===== src/rtl/uvs_pkg.sv =====
// uvs_pkg: shared types, codes and byte classification for the UTF-8 stream validator.
// No dependencies; imported by every rtl module of the block.
`default_nettype none

package uvs_pkg;

	// Parser state, named for the role of the last accepted byte.
	typedef enum logic [3:0] {
		ST_ASC   = 4'd0,
		ST_LB2   = 4'd1,
		ST_LB3   = 4'd2,
		ST_LB3E0 = 4'd3,
		ST_LB3ED = 4'd4,
		ST_LB4   = 4'd5,
		ST_LB4F0 = 4'd6,
		ST_LB4F4 = 4'd7,
		ST_CB3   = 4'd8,
		ST_CB3F0 = 4'd9,
		ST_CB3F4 = 4'd10,
		ST_CB2   = 4'd11,
		ST_CB2E0 = 4'd12,
		ST_CB2ED = 4'd13,
		ST_CB1   = 4'd14,
		ST_INI   = 4'd15
	} uvs_state_t;

	typedef enum logic [1:0] {
		STAT_MID      = 2'd0,
		STAT_COMPLETE = 2'd1,
		STAT_REJECT   = 2'd2
	} uvs_status_t;

	// State-independent classification of one byte, done by the front.
	typedef struct packed {
		logic [7:0] data;     // raw byte
		logic       lead_ok;  // legal at a code point boundary
		uvs_state_t lead_st;  // state reached when taken as a boundary byte
		logic       r_std;    // 80-BF
		logic       r_e0;     // A0-BF
		logic       r_ed;     // 80-9F
		logic       r_f0;     // 90-BF
		logic       r_f4;     // 80-8F
	} uvs_item_t;

	// One result transfer.
	typedef struct packed {
		uvs_status_t status;
		logic [2:0]  seq_length;
		logic [31:0] seq_bytes;
	} uvs_result_t;

	// Bytes still to come, counting the byte that led into the state.
	function automatic logic [2:0] remaining(input uvs_state_t st);
		logic [2:0] r;
		unique case (st)
			ST_ASC, ST_CB1:                    r = 3'd1;
			ST_LB2, ST_CB2, ST_CB2E0, ST_CB2ED: r = 3'd2;
			ST_LB3, ST_LB3E0, ST_LB3ED,
			ST_CB3, ST_CB3F0, ST_CB3F4:        r = 3'd3;
			ST_LB4, ST_LB4F0, ST_LB4F4:        r = 3'd4;
			ST_INI:                            r = 3'd0;
		endcase
		return r;
	endfunction

endpackage

`default_nettype wire


===== src/rtl/uvs_front.sv =====
// uvs_front: classifies each incoming byte against the boundary and continuation ranges.
// Depends on uvs_pkg.
`default_nettype none

module uvs_front
	import uvs_pkg::*;
(
	input  wire logic [7:0] data_byte,
	output uvs_item_t       item
);

	always_comb begin
		item.data    = data_byte;
		item.lead_ok = 1'b1;
		item.lead_st = ST_ASC;
		priority if (data_byte < 8'h80) begin
			item.lead_st = ST_ASC;
		end else if (data_byte < 8'hC2) begin
			item.lead_ok = 1'b0;
		end else if (data_byte < 8'hE0) begin
			item.lead_st = ST_LB2;
		end else if (data_byte == 8'hE0) begin
			item.lead_st = ST_LB3E0;
		end else if (data_byte == 8'hED) begin
			item.lead_st = ST_LB3ED;
		end else if (data_byte < 8'hF0) begin
			item.lead_st = ST_LB3;
		end else if (data_byte == 8'hF0) begin
			item.lead_st = ST_LB4F0;
		end else if (data_byte == 8'hF4) begin
			item.lead_st = ST_LB4F4;
		end else if (data_byte < 8'hF4) begin
			item.lead_st = ST_LB4;
		end else begin
			item.lead_ok = 1'b0;
		end

		item.r_std = (data_byte >= 8'h80) && (data_byte <= 8'hBF);
		item.r_e0  = (data_byte >= 8'hA0) && (data_byte <= 8'hBF);
		item.r_ed  = (data_byte >= 8'h80) && (data_byte <= 8'h9F);
		item.r_f0  = (data_byte >= 8'h90) && (data_byte <= 8'hBF);
		item.r_f4  = (data_byte >= 8'h80) && (data_byte <= 8'h8F);
	end

endmodule

`default_nettype wire


===== src/rtl/uvs_queue.sv =====
// uvs_queue: two-entry queue of classified bytes between front and back.
// Depends on uvs_pkg.
`default_nettype none

module uvs_queue
	import uvs_pkg::*;
(
	input  wire logic      clk,
	input  wire logic      arst_n,
	input  wire logic      push,
	input  wire uvs_item_t push_item,
	output logic           full,
	output logic           valid,
	input  wire logic      pop,
	output uvs_item_t      pop_item
);

	uvs_item_t  mem_q [2];
	logic       wr_ptr_q;
	logic       rd_ptr_q;
	logic [1:0] count_q;

	logic do_push;
	logic do_pop;

	assign full     = (count_q == 2'd2);
	assign valid    = (count_q != 2'd0);
	assign do_push  = push && !full;
	assign do_pop   = pop && valid;
	assign pop_item = mem_q[rd_ptr_q];

	always_ff @(posedge clk or negedge arst_n) begin
		if (!arst_n) begin
			wr_ptr_q <= 1'b0;
			rd_ptr_q <= 1'b0;
			count_q  <= 2'd0;
		end else begin
			if (do_push) wr_ptr_q <= ~wr_ptr_q;
			if (do_pop)  rd_ptr_q <= ~rd_ptr_q;
			unique case ({do_push, do_pop})
				2'b10:   count_q <= count_q + 2'd1;
				2'b01:   count_q <= count_q - 2'd1;
				default: count_q <= count_q;
			endcase
		end
	end

	always_ff @(posedge clk) begin
		if (do_push) mem_q[wr_ptr_q] <= push_item;
	end

endmodule

`default_nettype wire


===== src/rtl/uvs_back.sv =====
// uvs_back: parser state, sequence cache and registered result stage.
// Depends on uvs_pkg.
`default_nettype none

module uvs_back
	import uvs_pkg::*;
(
	input  wire logic      clk,
	input  wire logic      arst_n,
	input  wire logic      in_valid,
	input  wire uvs_item_t in_item,
	output logic           in_take,
	output logic           out_valid,
	input  wire logic      out_take,
	output uvs_result_t    result
);

	uvs_state_t  state_q;
	logic [2:0]  exp_len_q;
	logic [7:0]  cache_q [4];
	logic        out_valid_q;
	uvs_result_t result_q;

	logic        step;
	logic        nxt_ok;
	uvs_state_t  nxt_st;
	logic        is_lead;
	logic [2:0]  len_new;
	logic [1:0]  pos;
	logic [7:0]  cache_new [4];

	assign step      = in_valid && (!out_valid_q || out_take);
	assign in_take   = step;
	assign out_valid = out_valid_q;
	assign result    = result_q;

	always_comb begin
		nxt_ok = 1'b0;
		nxt_st = ST_INI;
		unique case (state_q)
			ST_INI, ST_ASC, ST_CB1: begin
				nxt_ok = in_item.lead_ok;
				nxt_st = in_item.lead_st;
			end
			ST_LB2:   begin nxt_ok = in_item.r_std; nxt_st = ST_CB1;   end
			ST_LB3:   begin nxt_ok = in_item.r_std; nxt_st = ST_CB2;   end
			ST_LB3E0: begin nxt_ok = in_item.r_e0;  nxt_st = ST_CB2E0; end
			ST_LB3ED: begin nxt_ok = in_item.r_ed;  nxt_st = ST_CB2ED; end
			ST_LB4:   begin nxt_ok = in_item.r_std; nxt_st = ST_CB3;   end
			ST_LB4F0: begin nxt_ok = in_item.r_f0;  nxt_st = ST_CB3F0; end
			ST_LB4F4: begin nxt_ok = in_item.r_f4;  nxt_st = ST_CB3F4; end
			ST_CB3, ST_CB3F0, ST_CB3F4: begin
				nxt_ok = in_item.r_std;
				nxt_st = ST_CB2;
			end
			ST_CB2, ST_CB2E0, ST_CB2ED: begin
				nxt_ok = in_item.r_std;
				nxt_st = ST_CB1;
			end
		endcase
	end

	// Boundary bytes reload the length and clear the cache before the write.
	always_comb begin
		is_lead = (nxt_st < ST_CB3);
		len_new = is_lead ? remaining(nxt_st) : exp_len_q;
		pos     = 2'(len_new - remaining(nxt_st));
		for (int i = 0; i < 4; i++) begin
			cache_new[i] = is_lead ? 8'h00 : cache_q[i];
		end
		cache_new[pos] = in_item.data;
		if (!nxt_ok) begin
			len_new = exp_len_q;
			for (int i = 0; i < 4; i++) begin
				cache_new[i] = cache_q[i];
			end
		end
	end

	always_ff @(posedge clk or negedge arst_n) begin
		if (!arst_n) begin
			state_q     <= ST_INI;
			exp_len_q   <= 3'd0;
			out_valid_q <= 1'b0;
			for (int i = 0; i < 4; i++) begin
				cache_q[i] <= 8'h00;
			end
		end else begin
			if (step) begin
				out_valid_q <= 1'b1;
				if (nxt_ok) begin
					state_q   <= nxt_st;
					exp_len_q <= len_new;
					for (int i = 0; i < 4; i++) begin
						cache_q[i] <= cache_new[i];
					end
				end
			end else if (out_take) begin
				out_valid_q <= 1'b0;
			end
		end
	end

	always_ff @(posedge clk) begin
		if (step) begin
			if (!nxt_ok)
				result_q.status <= STAT_REJECT;
			else if (nxt_st == ST_ASC || nxt_st == ST_CB1)
				result_q.status <= STAT_COMPLETE;
			else
				result_q.status <= STAT_MID;
			result_q.seq_length <= len_new;
			result_q.seq_bytes  <= {cache_new[3], cache_new[2], cache_new[1], cache_new[0]};
		end
	end

endmodule

`default_nettype wire


===== src/rtl/utf8_stream_validator.sv =====
// utf8_stream_validator: byte-serial well-formed UTF-8 checker, one result per byte.
// A pushed byte is written into the queue, then loaded into the back end's result register.
// Throughput: one byte per cycle while no unpopped result holds the back end.
// Reset (arst_n low, asynchronous): parser to the initial state, length 0, cache all
// zero, both queues empty. Depends on uvs_pkg, uvs_front, uvs_queue, uvs_back.
`default_nettype none

// Structure:
//   uvs_front  - classifies the pushed byte (boundary class and the five
//                continuation ranges) without looking at parser state.
//   uvs_queue  - two-entry queue of classified bytes; its full flag is the
//                push-side full, so the queue keeps taking bytes, up to its two
//                entries, while the back waits on a pop.
//   uvs_back   - owns parser state and the four-byte cache, resolves the
//                transfer against the current state and loads the result
//                register. It advances whenever a byte is queued and its result
//                register is free or being popped in the same cycle.
// A rejected byte still yields a result (status reject) reporting the
// unchanged length and cache.

module utf8_stream_validator
	import uvs_pkg::*;
(
	input  wire logic        clk,
	input  wire logic        arst_n,
	input  wire logic        push,
	output logic             full,
	input  wire logic [7:0]  data_byte,
	output logic             empty,
	input  wire logic        pop,
	output logic [1:0]       status,
	output logic [2:0]       seq_length,
	output logic [31:0]      seq_bytes
);

	uvs_item_t   front_item;
	uvs_item_t   q_item;
	logic        q_valid;
	logic        q_take;
	logic        res_valid;
	uvs_result_t res;

	uvs_front u_front (
		.data_byte (data_byte),
		.item      (front_item)
	);

	uvs_queue u_queue (
		.clk       (clk),
		.arst_n    (arst_n),
		.push      (push),
		.push_item (front_item),
		.full      (full),
		.valid     (q_valid),
		.pop       (q_take),
		.pop_item  (q_item)
	);

	uvs_back u_back (
		.clk       (clk),
		.arst_n    (arst_n),
		.in_valid  (q_valid),
		.in_item   (q_item),
		.in_take   (q_take),
		.out_valid (res_valid),
		.out_take  (pop),
		.result    (res)
	);

	// Result side looks like a queue: empty is the inverse of the result valid.
	assign empty      = !res_valid;
	assign status     = res.status;
	assign seq_length = res.seq_length;
	assign seq_bytes  = res.seq_bytes;

endmodule

`default_nettype wire

===== config.mk =====
export PLATFORM = sky130hd
export DESIGN_NAME = utf8_stream_validator
export DESIGN_NICKNAME = d
export VERILOG_FILES = /design/src/rtl/uvs_pkg.sv /design/src/rtl/uvs_front.sv /design/src/rtl/uvs_queue.sv /design/src/rtl/uvs_back.sv /design/src/rtl/utf8_stream_validator.sv
export SDC_FILE = /design/constraint.sdc
export NUM_CORES = 1
export LEC_CHECK = 0
export ABC_CLOCK_PERIOD_IN_PS = 10600
export BUFFER_PORTS_ARGS = -buffer_cell sky130_fd_sc_hd__buf_2
export CORE_MARGIN = 2
export CORE_UTILIZATION = 50
export CTS_CLUSTER_DIAMETER = 200
export CTS_CLUSTER_SIZE = 8
export DETAILED_ROUTE_END_ITERATION = 16
export MAX_ROUTING_LAYER = met4
export PLACE_DENSITY = 0.8
export SLEW_MARGIN = 0
export SYNTH_ARGS = -nofsm -noshare
export SYNTH_HDL_FRONTEND = slang
export SYNTH_SLANG_ARGS = --single-unit

===== constraint.sdc =====
create_clock -name clk -period 10.6 [get_ports clk]
set_clock_uncertainty 0.15 [all_clocks]
set_input_delay 2.12 -clock clk [delete_from_list [all_inputs] [get_ports clk]]
set_output_delay 2.12 -clock clk [all_outputs]
set_load 0.1 [all_outputs]

==> out/metrics.cfg <==
[synthesis]
synth_xor_area_frac = 0.00996
synth.net_count = 406
synthCells = 392
synth-main-ff-cell = edfxtp_1
synth_top_family_by_area = compound AO/OA/AOI/OAI gates
synth-edff-count = 71
postSynth.asyncResetShare = 0.383
synthSimpleGateAreaFrac = 0.0887
yosysWarnings = 0
synthAdderAreaFrac = 0.00474
synth-compound-area-share = 0.175
syn_area_mm2 = 0.00528
muxShareOfSynthArea = 0.0790
ys_seq_elements = 115
ys_seq_area_frac = 0.614
avgSynthCellArea_um2 = 13.5
ys_types = 59

[cells_and_area]
num_antenna_cells = 0
syn_to_final_growth_pct = 17.9
final_cell_mix = edfxtp_1 (71), buf_2 (50), dfrtp_1 (40), o2bb2ai_1 (33), a22o_1 (33)
mostFrequentLayoutCell = edfxtp_1
fin_nets = 456
fin_util = 0.605
drive_gt1_frac = 0.273
n_fill_cell = 778

[timing]
whs_ns = 0.339
slew_headroom = 0.209
worstMarginPinSlew_ns = 1.19
fin_crit_ns = 4.61
fmaxAchievable_mhz = 217
finalSetupViolCount = 0
totalNegativeSetupSlack_ns = 0
rsz0062_at_grt = no
hold_viol = 0
slew_viol_final = 0
fin_crit_sh = 0.435

[floorplan]
die_w_um = 107
initial_core_util = 0.513
std_cell_rows = 37
die_y_um = 107
die_area_mm2 = 0.0114
io-pin-count = 51
core_mm2 = 0.0103

[outcome]
status = complete, no violations

[cts]
cts_tree = yes
cts_resized = 0
insertion_delay_ns = 0.51
cts-buffers-inserted = 17
htreeDepth = 4
root_buffer = clkbuf_8
cts_sinks = 115
path_clk_slew_ns = 0.05
cts_max_path_buffers = 2
holdBufCountCts = 0
post_cts_buffers = 0

[worst_setup_path]
path_class = flip-flop to flip-flop
start_kind = flip-flop
crit_path_cell_trace = mux2_2 > o22ai_1 > nor3_1 > mux2i_1 > a21boi_0 > o211ai_1 > ha_1 > or2_2 > mux2i_2 > o21ai_2 > a22o_1
slowest_stage = dfrtp_1
critPathCaptureType = flip-flop
cp.required_ns = 10.70
worst_path_largest_cell_delay_ns = 1.13
crit_fanout = 28
arrival_ns = 4.72

[run]
maxCapViolCount = 0

[placed_design]
io_buffers = 50
place_congestion = 0.900
dpl.hpwl_um = 6940

[routing]
viasPerCell = 6.00
via_count = 3541
ant_nets = 0
totalWireLength_um = 10900
drc = 0
dr.first_iter.drc_count = 333
firstDrtPassIters = 4
wire_per_inst_um = 18.4

[global_route]
grt_pass1_wl_um = 17600
antenna_found_initial = 0
grt_max_degree = 45
gr-total-overflow = 0
grt_pass1_vias = 3440
track_usage = 0.209

[worst_hold_path]
hold_path_class = flip-flop to flip-flop

## layer usage
| layer | vias to the layer above | share of wire | global-route usage |
|---|---|---|---|
| met4 | 0 | 0.028 | 0.0872 |
| met1 | 1740 | 0.41 | 0.262 |
| met3 | 27 | 0.073 | 0.0608 |
| li1 | 1616 | - | - |
| met2 | 158 | 0.49 | 0.321 |
| met5 | - | 0 | - |
## cell type report
class | instances | area (um^2) | area share
multi-input combinational | 248 | 1880 | 0.303
inverter | 8 | 30.0 | 0.00483
timing repair buffer | 52 | 265 | 0.0427
clock buffer | 21 | 449 | 0.0722
clock inverter | 10 | 181 | 0.0292
tap | 136 | 170 | 0.0274
sequential | 115 | 3240 | 0.521
## synthesized netlist by cell type (2+ instances only)
master,count,area [um^2]
a21oi_1,6,30.0
a22o_1,33,289
and2_1,7,43.8
and3_1,3,18.8
buf_2,9,45.0
buf_4,4,30.0
clkbuf_1,5,18.8
dfrtp_1,40,1000
dfstp_2,4,105
edfxtp_1,71,2130
ha_1,2,25.0
inv_1,8,30.0
mux2_2,18,203
mux2i_1,15,150
mux2i_2,3,41.3
nand2_1,26,97.6
nand2_4,2,22.5
nand2b_1,10,62.6
nand3_1,2,10.0
nand4b_1,2,17.5
nor2_1,20,75.1
nor3_1,6,30.0
o211ai_1,2,15.0
o21a_1,2,15.0
o21ai_0,11,55.1
o21ai_1,2,10.0
o21ai_2,6,52.6
o22ai_1,4,25.0
o2bb2ai_1,33,289
or2_2,3,18.8
xnor2_1,5,43.8
## logic make-up after synthesis
logic type,count (synthesis)
buffers and inverters,29
XOR/XNOR,6
adder cells (fa/ha/maj),2
multiplexers,37
AND/OR/NAND/NOR,90
flip-flops,115
AO/OA/AOI/OAI,113
## critical path, delay by kind of cell (launching register included)
family	cells	cell delay [ns]
flops	1	1.13
compound gates	5	0.90
mux	3	0.97
simple gates	2	0.85
fa+ha+maj	1	0.35
## flip-flops by register name, summed over array words and instances (netlist names)
name / cells
u_queue.rd_ptr_q: 1
u_back.state_q: 4
u_queue.count_q: 2
u_back.result: 37
u_back.cache_q: 32
u_back.exp_len_q: 3
u_queue.wr_ptr_q: 1
u_queue.mem_q: 34
u_back.out_valid: 1
## final timing paths
kind	from	endpoint	slack, ns	cells past startpoint
min in group asynchronous	arst_n	u_back.cache_q[28]$_DFFE_PN0P_	1.64	1
max in group asynchronous	arst_n	u_back.cache_q[16]$_DFFE_PN0P_	8.04	1
setup reg to reg	u_queue.rd_ptr_q$_DFFE_PN0P_	u_back.result[29]$_DFFE_PP_	5.99	11
setup / recovery	u_queue.rd_ptr_q$_DFFE_PN0P_	u_back.result[29]$_DFFE_PP_	5.99	11
hold reg to reg	u_back.cache_q[15]$_DFFE_PN0P_	u_back.cache_q[15]$_DFFE_PN0P_	0.34	1
hold / removal	u_back.cache_q[15]$_DFFE_PN0P_	u_back.cache_q[15]$_DFFE_PN0P_	0.34	1
## stage by stage
step | cell area, um^2 | setup WS [ns] | cells
after global routing | 6220 | 5.61 | 590
after floorplan | 5280 | 6.46 | 392
after detailed placement | 5590 | 6.14 | 559
after global placement | 5590 | 6.28 | 559
after CTS | 6220 | 6.02 | 590
final | 6220 | 5.99 | 590
Power is not shown: default switching activity piles up to over one toggle a cycle in this logic, so the estimate is an artifact.
